--- src/rtl/fcfs_pkg.sv ---
// ----------------------------------------------------------------------------
// Fan speed stager package
// Widths, reset values, register indexes, sequencer states and shared types.
// ----------------------------------------------------------------------------
package fcfs_pkg;

    localparam int unsigned TEMP_W       = 14;
    localparam int unsigned CFG_IDX_W    = 3;
    localparam int unsigned CFG_DATA_W   = 16;
    localparam int unsigned DIVIDEND_W   = 15;
    localparam int unsigned DIVISOR_W    = 8;
    localparam int unsigned DIV_CNT_W    = $clog2(DIVIDEND_W + 1);

    localparam logic [7:0]  BLDC_START_MARGIN = 8'd10;
    localparam logic [6:0]  PCT_SCALE         = 7'd100;
    localparam logic [3:0]  SETPOINT_SCALE    = 4'd10;

    localparam logic [CFG_IDX_W-1:0] CFG_MOTOR_KIND      = 3'd0;
    localparam logic [CFG_IDX_W-1:0] CFG_LOW_BAND        = 3'd1;
    localparam logic [CFG_IDX_W-1:0] CFG_MIDDLE_BAND     = 3'd2;
    localparam logic [CFG_IDX_W-1:0] CFG_SPEED_THRESHOLD = 3'd3;
    localparam logic [CFG_IDX_W-1:0] CFG_VALVE_FOLLOWS   = 3'd4;
    localparam logic [CFG_IDX_W-1:0] CFG_MIN_ON_MS       = 3'd5;

    localparam logic        RST_MOTOR_KIND      = 1'b0;
    localparam logic [7:0]  RST_LOW_BAND        = 8'd5;
    localparam logic [7:0]  RST_MIDDLE_BAND     = 8'd10;
    localparam logic [7:0]  RST_SPEED_THRESHOLD = 8'd3;
    localparam logic        RST_VALVE_FOLLOWS   = 1'b0;
    localparam logic [15:0] RST_MIN_ON_MS       = 16'd3000;

    localparam logic [1:0]  PHASE_IDLE = 2'd0;
    localparam logic [1:0]  PHASE_OFF  = 2'd1;
    localparam logic [1:0]  PHASE_ON   = 2'd2;

    localparam logic [7:0]  SPEED_OFF  = 8'd0;
    localparam logic [7:0]  SPEED_ONE  = 8'd1;
    localparam logic [7:0]  SPEED_TWO  = 8'd2;
    localparam logic [7:0]  SPEED_THREE = 8'd3;

    typedef enum logic [2:0] {
        ST_IDLE,
        ST_RULE,
        ST_DIV,
        ST_STEP,
        ST_APPLY
    } fcfs_state_t;

    typedef struct packed {
        logic busy;
        logic done;
    } fcfs_div_status_t;

endpackage

--- src/rtl/fancoil_fan_speed_stager_unit.sv ---
// ----------------------------------------------------------------------------
// Fan-coil fan speed stager
// Picks and stages the fan speed and valve request for one control pass.
// ----------------------------------------------------------------------------
// One word in gives one word out. A stepped-motor pass, a BLDC pass without a
// loop tick and a BLDC pass that needs no target go from the rules state
// straight to the apply state. A BLDC pass whose target is the upper band goes
// through the rules, the duty step and apply. A BLDC pass that needs the
// proportional target goes through the rules, the fifteen-step restoring
// divider, the hand-over of the quotient, the duty step and apply. The input
// is stalled from acceptance until the result is written to the output
// register, so a new word is taken only once the previous pass is finished.
// A finished result waits in the output register and the next word is taken
// meanwhile; that word's result waits until the register is free.
module fancoil_fan_speed_stager_unit
(
    input  logic                                clk,
    input  logic                                rst_n,
    input  logic                                cfg_write,
    input  logic [fcfs_pkg::CFG_IDX_W-1:0]      cfg_index,
    input  logic [fcfs_pkg::CFG_DATA_W-1:0]     cfg_data,
    input  logic                                in_valid,
    output logic                                in_stall,
    input  logic [11:0]                         room_temp,
    input  logic [5:0]                          setpoint,
    input  logic                                regulator_on,
    input  logic                                heating,
    input  logic                                loop_tick,
    input  logic [31:0]                         now_ms,
    output logic                                out_valid,
    input  logic                                out_stall,
    output logic [7:0]                          fan_demand,
    output logic [7:0]                          fan_drive,
    output logic                                valve_request
);

    fcfs_pkg::fcfs_state_t               state_reg, state_next;

    logic                                motor_kind_reg;
    logic [7:0]                          low_band_reg;
    logic [7:0]                          middle_band_reg;
    logic [7:0]                          speed_threshold_reg;
    logic                                valve_follows_reg;
    logic [15:0]                         min_on_ms_reg;

    logic [7:0]                          demand_speed_reg, demand_speed_next;
    logic [7:0]                          applied_speed_reg, applied_speed_next;
    logic [1:0]                          switch_phase_reg, switch_phase_next;
    logic [31:0]                         hold_start_reg, hold_start_next;
    logic                                valve_flag_reg, valve_flag_next;
    logic [7:0]                          drive_value_reg, drive_value_next;

    logic [11:0]                         room_temp_reg;
    logic [5:0]                          setpoint_reg;
    logic                                regulator_on_reg;
    logic                                heating_reg;
    logic                                loop_tick_reg;
    logic [31:0]                         now_ms_reg;

    logic [fcfs_pkg::DIVIDEND_W-1:0]     target_reg, target_next;
    logic                                out_valid_reg, out_valid_next;
    logic [7:0]                          out_demand_reg, out_demand_next;
    logic [7:0]                          out_drive_reg, out_drive_next;
    logic                                out_valve_reg, out_valve_next;

    logic signed [fcfs_pkg::TEMP_W-1:0]  t_s, sp_s, lo_s, mid_s, th_s, err_s, margin_s;
    logic                                div_start;
    logic [fcfs_pkg::DIVIDEND_W-1:0]     div_dividend;
    logic [fcfs_pkg::DIVISOR_W-1:0]      div_divisor;
    fcfs_pkg::fcfs_div_status_t          div_status;
    logic [fcfs_pkg::DIVIDEND_W-1:0]     div_quotient;
    logic [8:0]                          step_val;
    logic [31:0]                         elapsed;
    logic                                change_ok;
    logic                                in_accept;

    fcfs_div u_div
    (
        .clk      (clk),
        .rst_n    (rst_n),
        .start    (div_start),
        .dividend (div_dividend),
        .divisor  (div_divisor),
        .status   (div_status),
        .quotient (div_quotient)
    );

    assign in_accept = in_valid && !in_stall;
    assign in_stall  = (state_reg != fcfs_pkg::ST_IDLE);

    always_ff @(posedge clk or negedge rst_n)
    begin
        if (!rst_n)
        begin
            motor_kind_reg      <= fcfs_pkg::RST_MOTOR_KIND;
            low_band_reg        <= fcfs_pkg::RST_LOW_BAND;
            middle_band_reg     <= fcfs_pkg::RST_MIDDLE_BAND;
            speed_threshold_reg <= fcfs_pkg::RST_SPEED_THRESHOLD;
            valve_follows_reg   <= fcfs_pkg::RST_VALVE_FOLLOWS;
            min_on_ms_reg       <= fcfs_pkg::RST_MIN_ON_MS;
        end
        else if (cfg_write)
        begin
            case (cfg_index)
                fcfs_pkg::CFG_MOTOR_KIND:      motor_kind_reg      <= cfg_data[0];
                fcfs_pkg::CFG_LOW_BAND:        low_band_reg        <= cfg_data[7:0];
                fcfs_pkg::CFG_MIDDLE_BAND:     middle_band_reg     <= cfg_data[7:0];
                fcfs_pkg::CFG_SPEED_THRESHOLD: speed_threshold_reg <= cfg_data[7:0];
                fcfs_pkg::CFG_VALVE_FOLLOWS:   valve_follows_reg   <= cfg_data[0];
                fcfs_pkg::CFG_MIN_ON_MS:       min_on_ms_reg       <= cfg_data;
                default:                       ;
            endcase
        end
    end

    always_ff @(posedge clk or negedge rst_n)
    begin
        if (!rst_n)
        begin
            state_reg         <= fcfs_pkg::ST_IDLE;
            demand_speed_reg  <= '0;
            applied_speed_reg <= '0;
            switch_phase_reg  <= fcfs_pkg::PHASE_IDLE;
            hold_start_reg    <= '0;
            valve_flag_reg    <= 1'b0;
            drive_value_reg   <= '0;
            out_valid_reg     <= 1'b0;
        end
        else
        begin
            state_reg         <= state_next;
            demand_speed_reg  <= demand_speed_next;
            applied_speed_reg <= applied_speed_next;
            switch_phase_reg  <= switch_phase_next;
            hold_start_reg    <= hold_start_next;
            valve_flag_reg    <= valve_flag_next;
            drive_value_reg   <= drive_value_next;
            out_valid_reg     <= out_valid_next;
        end
    end

    always_ff @(posedge clk)
    begin
        if (in_accept)
        begin
            room_temp_reg    <= room_temp;
            setpoint_reg     <= setpoint;
            regulator_on_reg <= regulator_on;
            heating_reg      <= heating;
            loop_tick_reg    <= loop_tick;
            now_ms_reg       <= now_ms;
        end
        target_reg     <= target_next;
        out_demand_reg <= out_demand_next;
        out_drive_reg  <= out_drive_next;
        out_valve_reg  <= out_valve_next;
    end

    always_comb
    begin
        t_s      = $signed({2'b00, room_temp_reg});
        sp_s     = $signed(fcfs_pkg::TEMP_W'(setpoint_reg * fcfs_pkg::SETPOINT_SCALE));
        lo_s     = $signed({6'b000000, low_band_reg});
        mid_s    = $signed({6'b000000, middle_band_reg});
        th_s     = $signed({6'b000000, speed_threshold_reg});
        margin_s = $signed({6'b000000, fcfs_pkg::BLDC_START_MARGIN});
        err_s    = heating_reg ? (sp_s - t_s) : (t_s - sp_s);
        elapsed  = now_ms_reg - hold_start_reg;
        change_ok = (demand_speed_reg != applied_speed_reg) &&
                    (elapsed >= {16'h0000, min_on_ms_reg});

        div_start    = 1'b0;
        div_dividend = fcfs_pkg::DIVIDEND_W'(err_s[7:0] * fcfs_pkg::PCT_SCALE);
        div_divisor  = (speed_threshold_reg == 8'd0) ? 8'd1 : speed_threshold_reg;
        step_val     = {1'b0, demand_speed_reg};

        state_next         = state_reg;
        demand_speed_next  = demand_speed_reg;
        applied_speed_next = applied_speed_reg;
        switch_phase_next  = switch_phase_reg;
        hold_start_next    = hold_start_reg;
        valve_flag_next    = valve_flag_reg;
        drive_value_next   = drive_value_reg;
        target_next        = target_reg;
        out_valid_next     = out_valid_reg && out_stall;
        out_demand_next    = out_demand_reg;
        out_drive_next     = out_drive_reg;
        out_valve_next     = out_valve_reg;

        case (state_reg)
            fcfs_pkg::ST_IDLE:
            begin
                if (in_accept)
                    state_next = fcfs_pkg::ST_RULE;
            end
            fcfs_pkg::ST_RULE:
            begin
                state_next = fcfs_pkg::ST_APPLY;
                if (!regulator_on_reg)
                begin
                    switch_phase_next  = fcfs_pkg::PHASE_IDLE;
                    demand_speed_next  = fcfs_pkg::SPEED_OFF;
                    applied_speed_next = fcfs_pkg::SPEED_OFF;
                    drive_value_next   = fcfs_pkg::SPEED_OFF;
                    valve_flag_next    = 1'b0;
                end
                else if (motor_kind_reg)
                begin
                    if (loop_tick_reg)
                    begin
                        if ((demand_speed_reg == fcfs_pkg::SPEED_OFF) && (err_s > margin_s))
                            demand_speed_next = fcfs_pkg::SPEED_ONE;
                        else if (err_s <= 0)
                            demand_speed_next = fcfs_pkg::SPEED_OFF;
                        else if (demand_speed_reg != fcfs_pkg::SPEED_OFF)
                        begin
                            if (err_s > th_s)
                            begin
                                target_next = fcfs_pkg::DIVIDEND_W'(middle_band_reg);
                                state_next  = fcfs_pkg::ST_STEP;
                            end
                            else
                            begin
                                div_start  = 1'b1;
                                state_next = fcfs_pkg::ST_DIV;
                            end
                        end
                    end
                end
                else if (heating_reg)
                begin
                    case (demand_speed_reg)
                        fcfs_pkg::SPEED_OFF:
                            if (t_s < sp_s - lo_s)
                                demand_speed_next = fcfs_pkg::SPEED_ONE;
                        fcfs_pkg::SPEED_ONE:
                            if (t_s < sp_s - mid_s)
                                demand_speed_next = fcfs_pkg::SPEED_TWO;
                            else if (t_s >= sp_s)
                                demand_speed_next = fcfs_pkg::SPEED_OFF;
                        fcfs_pkg::SPEED_TWO:
                            if (t_s < sp_s - mid_s - lo_s)
                                demand_speed_next = fcfs_pkg::SPEED_THREE;
                            else if (t_s >= sp_s - mid_s + th_s)
                                demand_speed_next = fcfs_pkg::SPEED_ONE;
                        fcfs_pkg::SPEED_THREE:
                            if (t_s >= sp_s - mid_s - lo_s + th_s)
                                demand_speed_next = fcfs_pkg::SPEED_TWO;
                        default: ;
                    endcase
                end
                else
                begin
                    case (demand_speed_reg)
                        fcfs_pkg::SPEED_OFF:
                            if (t_s > sp_s + lo_s)
                                demand_speed_next = fcfs_pkg::SPEED_ONE;
                        fcfs_pkg::SPEED_ONE:
                            if (t_s > sp_s + mid_s)
                                demand_speed_next = fcfs_pkg::SPEED_TWO;
                            else if (t_s <= sp_s)
                                demand_speed_next = fcfs_pkg::SPEED_OFF;
                            else if ((t_s <= sp_s + th_s) && !valve_follows_reg)
                                valve_flag_next = 1'b0;
                        fcfs_pkg::SPEED_TWO:
                            if (t_s > sp_s + mid_s + lo_s)
                                demand_speed_next = fcfs_pkg::SPEED_THREE;
                            else if (t_s <= sp_s + mid_s - th_s)
                                demand_speed_next = fcfs_pkg::SPEED_ONE;
                        fcfs_pkg::SPEED_THREE:
                            if (t_s <= sp_s + mid_s + lo_s - th_s)
                                demand_speed_next = fcfs_pkg::SPEED_TWO;
                        default: ;
                    endcase
                end
            end
            fcfs_pkg::ST_DIV:
            begin
                if (div_status.done)
                begin
                    target_next = div_quotient;
                    state_next  = fcfs_pkg::ST_STEP;
                end
            end
            fcfs_pkg::ST_STEP:
            begin
                if (fcfs_pkg::DIVIDEND_W'(demand_speed_reg) < target_reg)
                    step_val = step_val + 9'd1;
                else if (fcfs_pkg::DIVIDEND_W'(demand_speed_reg) > target_reg)
                    step_val = step_val - 9'd1;
                if (step_val > {1'b0, middle_band_reg})
                    demand_speed_next = middle_band_reg;
                else if (step_val < {1'b0, low_band_reg})
                    demand_speed_next = low_band_reg;
                else
                    demand_speed_next = step_val[7:0];
                state_next = fcfs_pkg::ST_APPLY;
            end
            fcfs_pkg::ST_APPLY:
            begin
                if (!out_valid_reg)
                begin
                    if (change_ok)
                    begin
                        if (motor_kind_reg)
                            drive_value_next = demand_speed_reg;
                        if (switch_phase_reg != fcfs_pkg::PHASE_OFF)
                        begin
                            if (!motor_kind_reg)
                                drive_value_next = fcfs_pkg::SPEED_OFF;
                            if (applied_speed_reg != fcfs_pkg::SPEED_OFF)
                                hold_start_next = now_ms_reg;
                            switch_phase_next = fcfs_pkg::PHASE_OFF;
                        end
                        else
                        begin
                            if (!motor_kind_reg)
                                drive_value_next =
                                    ((demand_speed_reg >= fcfs_pkg::SPEED_ONE) &&
                                     (demand_speed_reg <= fcfs_pkg::SPEED_THREE)) ?
                                    demand_speed_reg : fcfs_pkg::SPEED_OFF;
                            if (demand_speed_reg != fcfs_pkg::SPEED_OFF)
                            begin
                                valve_flag_next = 1'b1;
                                hold_start_next = now_ms_reg;
                            end
                            else if (valve_follows_reg || !heating_reg)
                                valve_flag_next = 1'b0;
                            applied_speed_next = demand_speed_reg;
                            switch_phase_next  = fcfs_pkg::PHASE_ON;
                        end
                    end
                    out_valid_next  = 1'b1;
                    out_demand_next = demand_speed_reg;
                    out_drive_next  = drive_value_next;
                    out_valve_next  = valve_flag_next;
                    state_next      = fcfs_pkg::ST_IDLE;
                end
            end
            default:
            begin
                state_next = fcfs_pkg::ST_IDLE;
            end
        endcase
    end

    assign out_valid     = out_valid_reg;
    assign fan_demand    = out_demand_reg;
    assign fan_drive     = out_drive_reg;
    assign valve_request = out_valve_reg;

endmodule

--- src/rtl/fcfs_div.sv ---
// ----------------------------------------------------------------------------
// Fan speed stager divider
// Restoring divider, one quotient bit per cycle, for the BLDC duty target.
// ----------------------------------------------------------------------------
module fcfs_div
(
    input  logic                                  clk,
    input  logic                                  rst_n,
    input  logic                                  start,
    input  logic [fcfs_pkg::DIVIDEND_W-1:0]       dividend,
    input  logic [fcfs_pkg::DIVISOR_W-1:0]        divisor,
    output fcfs_pkg::fcfs_div_status_t            status,
    output logic [fcfs_pkg::DIVIDEND_W-1:0]       quotient
);

    logic                                busy_reg, busy_next;
    logic                                done_reg, done_next;
    logic [fcfs_pkg::DIV_CNT_W-1:0]      count_reg, count_next;
    logic [fcfs_pkg::DIVISOR_W-1:0]      rem_reg, rem_next;
    logic [fcfs_pkg::DIVISOR_W-1:0]      dsr_reg, dsr_next;
    logic [fcfs_pkg::DIVIDEND_W-1:0]     quo_reg, quo_next;
    logic [fcfs_pkg::DIVISOR_W:0]        shifted;
    logic [fcfs_pkg::DIVISOR_W:0]        trial;

    always_ff @(posedge clk or negedge rst_n)
    begin
        if (!rst_n)
        begin
            busy_reg  <= 1'b0;
            done_reg  <= 1'b0;
            count_reg <= '0;
        end
        else
        begin
            busy_reg  <= busy_next;
            done_reg  <= done_next;
            count_reg <= count_next;
        end
    end

    always_ff @(posedge clk)
    begin
        rem_reg <= rem_next;
        dsr_reg <= dsr_next;
        quo_reg <= quo_next;
    end

    always_comb
    begin
        busy_next  = busy_reg;
        done_next  = 1'b0;
        count_next = count_reg;
        rem_next   = rem_reg;
        dsr_next   = dsr_reg;
        quo_next   = quo_reg;
        shifted    = {rem_reg, quo_reg[fcfs_pkg::DIVIDEND_W-1]};
        trial      = shifted - {1'b0, dsr_reg};
        if (start)
        begin
            busy_next  = 1'b1;
            count_next = fcfs_pkg::DIV_CNT_W'(fcfs_pkg::DIVIDEND_W);
            rem_next   = '0;
            dsr_next   = divisor;
            quo_next   = dividend;
        end
        else if (busy_reg)
        begin
            if (!trial[fcfs_pkg::DIVISOR_W])
            begin
                rem_next = trial[fcfs_pkg::DIVISOR_W-1:0];
                quo_next = {quo_reg[fcfs_pkg::DIVIDEND_W-2:0], 1'b1};
            end
            else
            begin
                rem_next = shifted[fcfs_pkg::DIVISOR_W-1:0];
                quo_next = {quo_reg[fcfs_pkg::DIVIDEND_W-2:0], 1'b0};
            end
            count_next = count_reg - 1'b1;
            if (count_reg == fcfs_pkg::DIV_CNT_W'(1))
            begin
                busy_next = 1'b0;
                done_next = 1'b1;
            end
        end
    end

    assign status.busy = busy_reg;
    assign status.done = done_reg;
    assign quotient    = quo_reg;

endmodule

--- config.mk ---
export PLATFORM = sky130hd
export DESIGN_NAME = fancoil_fan_speed_stager_unit
export DESIGN_NICKNAME = d
export VERILOG_FILES = /design/src/rtl/fcfs_pkg.sv /design/src/rtl/fancoil_fan_speed_stager_unit.sv /design/src/rtl/fcfs_div.sv
export SDC_FILE = /design/constraint.sdc
export NUM_CORES = 1
export LEC_CHECK = 0
export BUFFER_PORTS_ARGS = -buffer_cell sky130_fd_sc_hd__buf_2
export CAP_MARGIN = 0
export CORE_MARGIN = 2
export CORE_UTILIZATION = 30
export CTS_BUF_LIST = sky130_fd_sc_hd__clkbuf_8
export DETAILED_ROUTE_END_ITERATION = 12
export PLACE_DENSITY = 0.47
export SYNTH_ARGS = -nofsm -noshare
export SYNTH_HDL_FRONTEND = slang
export SYNTH_HIERARCHICAL = 1
export SYNTH_SLANG_ARGS = --single-unit
--- constraint.sdc ---
create_clock -name clk -period 8.65 [get_ports clk]
set_input_delay 1.2975 -clock clk [delete_from_list [all_inputs] [get_ports clk]]
set_output_delay 1.2975 -clock clk [all_outputs]
set_load 0.05 [all_outputs]
Word-level counts from Yosys, hierarchy flattened. Cells that the tools add are included.

Output and inout bits: 19. Bits of input ports: 77. Register bits after elaboration: 227. Word-level logic and storage cells: 260.

Bitwise operators: 1. $add $sub $neg: 18. $mul: 2. Order comparisons: 23. Multiplexer cells: 102. Equal/unequal tests: 46. Reduce and logical (&&, ||, !) cells: 37.

Operators by type and width (number): 8-bit 2-to-1 mux (31); 15-bit 2-to-1 mux (10); 32-bit 2-to-1 mux (3); 8-bit one-hot mux with 4 select lines (2); 8-bit one-hot mux with 2 select lines (3); 10-bit by 8-bit adder with 11-bit output (3); 32-bit by 16-bit >= comparator with 1-bit output (1); 32-bit subtractor (1); 1-bit 2-to-1 mux (30); 15-bit one-hot mux with 2 select lines (1); 13-bit by 14-bit greater-than comparator with 1-bit output (2); 7-bit inequality test, second input constant (4); 3-bit 2-to-1 mux (9); 9-bit 2-to-1 mux (3); 13-bit by 11-bit < comparator with 1-bit output (2); 2-bit inequality test, second input constant (12); 6-bit inequality test, second input constant (4); 10-bit by 8-bit subtractor with 11-bit output (2); 8-bit by 2-bit equality test with 1-bit output, second input constant (2); 8-bit logical NOT (2); 8-bit nonzero test (2); 8-bit by 15-bit greater-than comparator with 1-bit output (1); 8-bit by 15-bit < comparator with 1-bit output (1); 3-bit inequality test, second input constant (5); other kinds (61) (93).

Depth between registers and ports, before layout. Gate-level depths: netlist (run 1).

Depth after elaboration: 13. Mapped depth: 30. Mapped depth without buffers: 29.

Hierarchy. Netlist (run 1), hierarchy kept.

Modules (own cells, without submodules): fancoil_fan_speed_stager_unit (seq. area each 5196.2 µm², area each 19612.6 µm², cells each 2129, instances 1); fcfs_div (seq. area each 1001.0 µm², area each 1911.8 µm², cells each 164, instances 1).

Worst setup path before layout (run 1). Ideal clock, no wire load.

Path type: flip-flop to flip-flop. Start: register setpoint_reg[1]. End: register demand_speed_reg[0]. Period minus slack after synthesis: 6.204 ns. Slack: 2.446 ns. Library setup time: 0.125 ns. Required time: 8.525 ns. Buffers on the path: 0. Stages on the path, launching flop included: 25. Arrival: 6.079 ns. Cell sequence: edfxtp_1 -> ha_1 -> ha_1 -> fa_1 -> ha_1 -> inv_1 -> o311a_1 -> nor2_1 -> nor2_1 -> nor2_1 -> xor2_1 -> ha_1 -> or4_1 -> o21ai_0 -> nor2_1 -> a211oi_1 -> ha_1 -> and3_1 -> a221oi_1 -> o21ai_0 -> a21oi_1 -> nand4_1 -> a31o_2 -> o211ai_2 -> mux2_2.

Longest elaborated chain between the ends: 10.

Ends and longest elaborated chain: start, declared (RTL line fancoil_fan_speed_stager_unit.sv:54) `logic [5:0] setpoint_reg;`; start signal, assigned (RTL line fancoil_fan_speed_stager_unit.sv:147) `setpoint_reg <= setpoint;`; 6-bit by 3-bit multiplier with 9-bit output * (RTL line fancoil_fan_speed_stager_unit.sv:162) `sp_s = $signed(fcfs_pkg::TEMP_W'(setpoint_reg * fcfs_pkg::SETPOINT_SCALE));`; branches (longest 9 deep; another with 12-bit by 9-bit adder with 13-bit output); end signal, assigned (RTL line fancoil_fan_speed_stager_unit.sv:132) `demand_speed_reg <= demand_speed_next;`; end, declared (RTL line fancoil_fan_speed_stager_unit.sv:46) `logic [7:0] demand_speed_reg, demand_speed_next;`.

Every way passes the cells marked *. The select of a mux whose other input is x is not followed. A chain may end at the register's enable or synchronous reset.

Final worst setup path (run 1). Ends and elaborated chain as after synthesis.

==> out/metrics.yaml, run 1 <==
detailed_routing:
  wl_per_cell_um: 20.4
  final_antenna_net_count: 0
  vias_per_cell: 5.19
  vias: 17562
  drc: 0
  drt-initial-drc-count: 1102
  wirelength_um: 69000
  dr.pass1.iters: 5
floorplanning:
  fp.dieW_um: 272
  ios: 96
  core_sq_um: 71200
  dieArea_sq_um: 73900
  initial_core_util: 0.302
  row_count: 98
  dieHeight_um: 272
worst_setup_path:
  worst_setup_path_end_kind: "flip-flop"
  cp_common_cell: "ha_1"
  crit_type: "flip-flop to flip-flop"
  cp_slowest_stage_delay_ns: 0.67
  crit_arrival_ns: 7.97
  cp.required_ns: 9.14
  cp_slowest_cell: "fa_1"
  worstPathMaxFanout: 10
  critPathLaunchType: "flip-flop"
cts:
  cts_buffers: 44
  clk_latency_ns: 0.63
  htreeDepth: 2
  clkTransAtPathRegs_ns: 0.06
  ctsHoldBuffers: 0
  cts.sinks: 227
  cts_setup_buffers: 0
  post_cts_resized: 0
  clockRootBuffer: "clkbuf_8"
  cts_max_path_buffers: 3
  cts_tree: "built"
layout:
  syn2layout_area_growth_pct: 11.6
  seqCellArea_sq_um: 6200
  multiInputGateArea_sq_um: 14200
  fin_area_sq_um: 24000
  nFillCells: 7333
  drive_above_1_share: 0.130
  fin_nets: 2854
synthesis:
  synth_cells: 2292
  syn-cell-area_sq_um: 21500
  synth_area_per_cell_sq_um: 9.39
  yosys_warnings: 6
sta:
  whs_ns: 0.485
  fin_setup_tns_ns: 0
  rsz0062_at_grt: "no"
  slew_headroom: 0.223
  fin_crit_ns: 7.48
  worstMarginPinSlew_ns: 1.15
  finalHoldViolCount: 0
  timing.final.crit_share: 0.865
  setup_viol: 0
  max_freq_mhz: 134
  clock-skew-final_ns: 0.0367
  drv_slew: 0
place:
  placed_cell_area_sq_um: 23100
  port_buffers: 95
  dpl.hpwl_um: 54600
  gp_congestion: 0.940
status:
  status: "finished, final reports clean"
global_route:
  grt_pass1_wl_um: 105000
  grt_start_max_net_pins: 61
  overflow: 0
  antenna_found_initial: 2
  grt_usage: 0.185
  grt_pass1_vias: 17583
worst_hold_path:
  min_path_type: "flip-flop to flip-flop"
job:
  max_cap_violations: 0
## cells in the final DEF (no fill, tap or decap), drive strengths merged, types with 23 or more instances in the layout
cell type	instances
nand4	34
xnor2	84
dfrtp	98
a21o	50
buf	120
ha	359
clkbuf	51
nor2	125
a211oi	28
mux2	84
o211ai	23
xor2	53
nand2b	47
inv	229
a21oi	164
nor3	39
edfxtp	108
nand2	135
nand3	40
o21bai	23
o21ai	135
nor2b	36
o21a	36
## worst max-delay path, delay by kind of cell, from the launching register on
family	cells	cell delay, ns
XOR/XNOR	2	0.31
multiplexers	1	0.39
AND/OR/NAND/NOR	4	0.42
buffers and inverters	1	0.23
flip-flops	1	0.59
AO/OA/AOI/OAI	13	2.78
adder cells (fa/ha/maj)	7	2.63
## stage by stage
step                      instances  setup slack, ns   util
after floorplan                2293             2.45      -
after global placement         3303             1.54  0.324
after detailed placement       3303             1.40  0.324
after CTS                      3385             1.34  0.337
after global routing           3386            0.843  0.337
final                          3387             1.17  0.337
## worst paths after layout
| kind | depth (start not counted) | end | startpoint | slack, ns |
|---|---|---|---|---|
| worst max register to register | 28 | demand_speed_reg[0]$_DFFE_PN0P_ | setpoint_reg[1]$_DFFE_PP_ | 1.17 |
| worst min-delay path | 1 | switch_phase_reg[0]$_DFFE_PN0P_ | switch_phase_reg[0]$_DFFE_PN0P_ | 0.49 |
| min in group asynchronous | 1 | u_div/count_reg[2]$_DFFE_PN0P_ | rst_n | 0.75 |
| worst max-delay path | 28 | demand_speed_reg[0]$_DFFE_PN0P_ | setpoint_reg[1]$_DFFE_PP_ | 1.17 |
| worst min register to register | 1 | switch_phase_reg[0]$_DFFE_PN0P_ | switch_phase_reg[0]$_DFFE_PN0P_ | 0.49 |
| max in group asynchronous | 2 | hold_start_reg[25]$_DFFE_PN0P_ | rst_n | 6.63 |
## layer usage
layer / GRT usage / part of all wire / vias to the layer above
li1: - / - / 8562
met1: 0.254 / 0.48 / 8503
met2: 0.295 / 0.45 / 387
met3: 0.0238 / 0.040 / 110
met4: 0.0690 / 0.037 / 0
met5: 0 / 0 / -
## cell type report
cell class / instances / share of cell area
well taps: 950 / 0.0495
clock buffers: 51 / 0.0292
flip-flops and latches: 227 / 0.258
multi-input cells: 1790 / 0.592
inverters: 216 / 0.0338
diodes: 2 / 0.000208
clock inverters: 31 / 0.00917
repair buffers: 120 / 0.0277
Power of run 1 is not shown: default switching activity piles up to over one toggle a cycle in this logic, so the estimate is an artifact.
==> inputs of run 2 (changes only) <==
CORE_UTILIZATION = 44   (was 30)
PLACE_DENSITY = 0.72   (was 0.47)
==> run 2 against run 1 <==
Compared with the run above: hold slack got worse by 0.00091 ns; critical endpoint unchanged; largest cell class unchanged; design area fell by 2.2%; worst setup slack got worse by 0.035 ns; cell count fell by 10%; highest routed layer is now met5; via count rose by 3.1%.
==> out/metrics.yaml, run 2 (synthesis results as in run 1) <==
status:
  status: "finished, final reports clean"
layout:
  syn2layout_area_growth_pct: 9.11
  nFillCells: 4559
  drive_above_1_share: 0.124
  seqCellArea_sq_um: 6200
  mostFrequentLayoutCell: "ha_1"
  final_util: 0.483
  fin_nets: 2841
  multiInputGateArea_sq_um: 14200
  layout_common_cells: "359 x ha_1, 224 x inv_1, 160 x a21oi_1"
  fin_area_sq_um: 23500
cts:
  cts_max_path_buffers: 3
  post_cts_resized: 0
  cts.sinks: 227
  cts_buffers: 40
  clk_latency_ns: 0.58
  clkTransAtPathRegs_ns: 0.07
  clockRootBuffer: "clkbuf_8"
  cts_tree: "built"
  htreeDepth: 2
  cts_setup_buffers: 0
  ctsHoldBuffers: 0
worst_hold_path:
  min_path_type: "flip-flop to flip-flop"
  holdCritStartpoint: "switch_phase_reg[0]$_DFFE_PN0P_"
global_route:
  grt_usage: 0.254
  overflow: 0
  grt_start_max_net_pins: 61
  grt_pass1_wl_um: 100000
  antenna_found_initial: 5
  grt_pass1_vias: 17816
worst_setup_path:
  crit_path_start: "setpoint_reg[1]$_DFFE_PP_"
  crit_path_end: "demand_speed_reg[0]$_DFFE_PN0P_"
  cp_common_cell: "ha_1"
  cp_slowest_cell: "fa_1"
  crit_arrival_ns: 7.96
  cp.depth: 28
  cp.required_ns: 9.10
  worstPathMaxFanout: 10
  path_delay_family: "compound AO/OA/AOI/OAI gates"
  critPathLaunchType: "flip-flop"
  cp_num_buf_inv: 1
  r2r_slack_ns: 1.13
  cp_slowest_stage_delay_ns: 0.72
  r2r-end: "demand_speed_reg[0]$_DFFE_PN0P_"
  worst_setup_path_end_kind: "flip-flop"
  rr_startpoint: "setpoint_reg[1]$_DFFE_PP_"
  crit_type: "flip-flop to flip-flop"
  r2r_cells: 28
sta:
  whs_ns: 0.485
  timing.final.crit_share: 0.869
  setup_viol: 0
  max_freq_mhz: 133
  clock-skew-final_ns: 0.0299
  rsz0062_at_grt: "no"
  finalHoldViolCount: 0
  slew_headroom: 0.198
  fin_setup_tns_ns: 0
  fin_crit_ns: 7.52
  worstMarginPinSlew_ns: 1.20
  drv_slew: 0
job:
  max_cap_violations: 0
floorplanning:
  dieHeight_um: 225
  core_sq_um: 48600
  ios: 96
  initial_core_util: 0.442
  row_count: 81
  fp.dieW_um: 225
  dieArea_sq_um: 50700
place:
  port_buffers: 95
  gp_congestion: 0.978
  placed_cell_area_sq_um: 22600
  dpl.hpwl_um: 49900
detailed_routing:
  dr.pass1.iters: 5
  drc: 0
  drt-initial-drc-count: 1367
  wirelength_um: 64600
  final_antenna_net_count: 0
  vias: 18105
  wl_per_cell_um: 21.2
  vias_per_cell: 5.95
run 2: cell types whose count changed in the layout (fill, tap and decap cells not counted), sizes merged:
| cell | delta |
|---|---|
| diode | -1 |
| inv | -4 |
| clkinvlp | +2 |
| bufinv | +2 |
| clkbuf | -7 |
| buf | -9 |
| clkinv | -1 |
run 2: layout make-up:
| type | count | share of cell area |
|---|---|---|
| clock inverters | 30 | 0.0111 |
| clock buffers | 44 | 0.0258 |
| multi-input cells | 1790 | 0.606 |
| well taps | 622 | 0.0332 |
| flip-flops and latches | 227 | 0.264 |
| inverters | 216 | 0.0345 |
| diodes | 1 | 0.000107 |
| repair buffers | 111 | 0.0255 |
run 2: through the flow:
step / setup WS, ns / std cells
after detailed placement: 1.35 / 2966
after CTS: 1.30 / 3040
final: 1.13 / 3041
after global routing: 0.820 / 3041
after floorplan: 2.45 / 2293
after global placement: 1.54 / 2966
run 2: layer usage:
layer,share of wire,vias to the layer above,track usage,wire length [um]
li1,-,8560,-,-
met1,0.45,8706,0.350,28900
met2,0.44,662,0.400,28600
met3,0.069,169,0.0417,4470
met4,0.039,8,0.0978,2530
met5,0.00073,-,0,47
run 2: worst min-delay path by stage:
stage                                                  to  cells after the start
final                     switch_phase_reg[0]$_DFFE_PN0P_                      1
after global routing      switch_phase_reg[0]$_DFFE_PN0P_                      1
after CTS                 switch_phase_reg[0]$_DFFE_PN0P_                      1
after detailed placement  switch_phase_reg[0]$_DFFE_PN0P_                      1
after global placement    switch_phase_reg[1]$_DFFE_PN0P_                      1
after floorplan           switch_phase_reg[1]$_DFFE_PN0P_                      1
run 2: worst register-to-register path: cells and delay by family, from the launching register on:
family          cells  cell delay [ns]
compound gates     13             2.77
xor+xnor            2             0.30
fa+ha+maj           7             2.71
buf+inv             1             0.20
flops               1             0.59
mux                 1             0.40
simple gates        4             0.42
Power of run 2 is left out for the same reason.
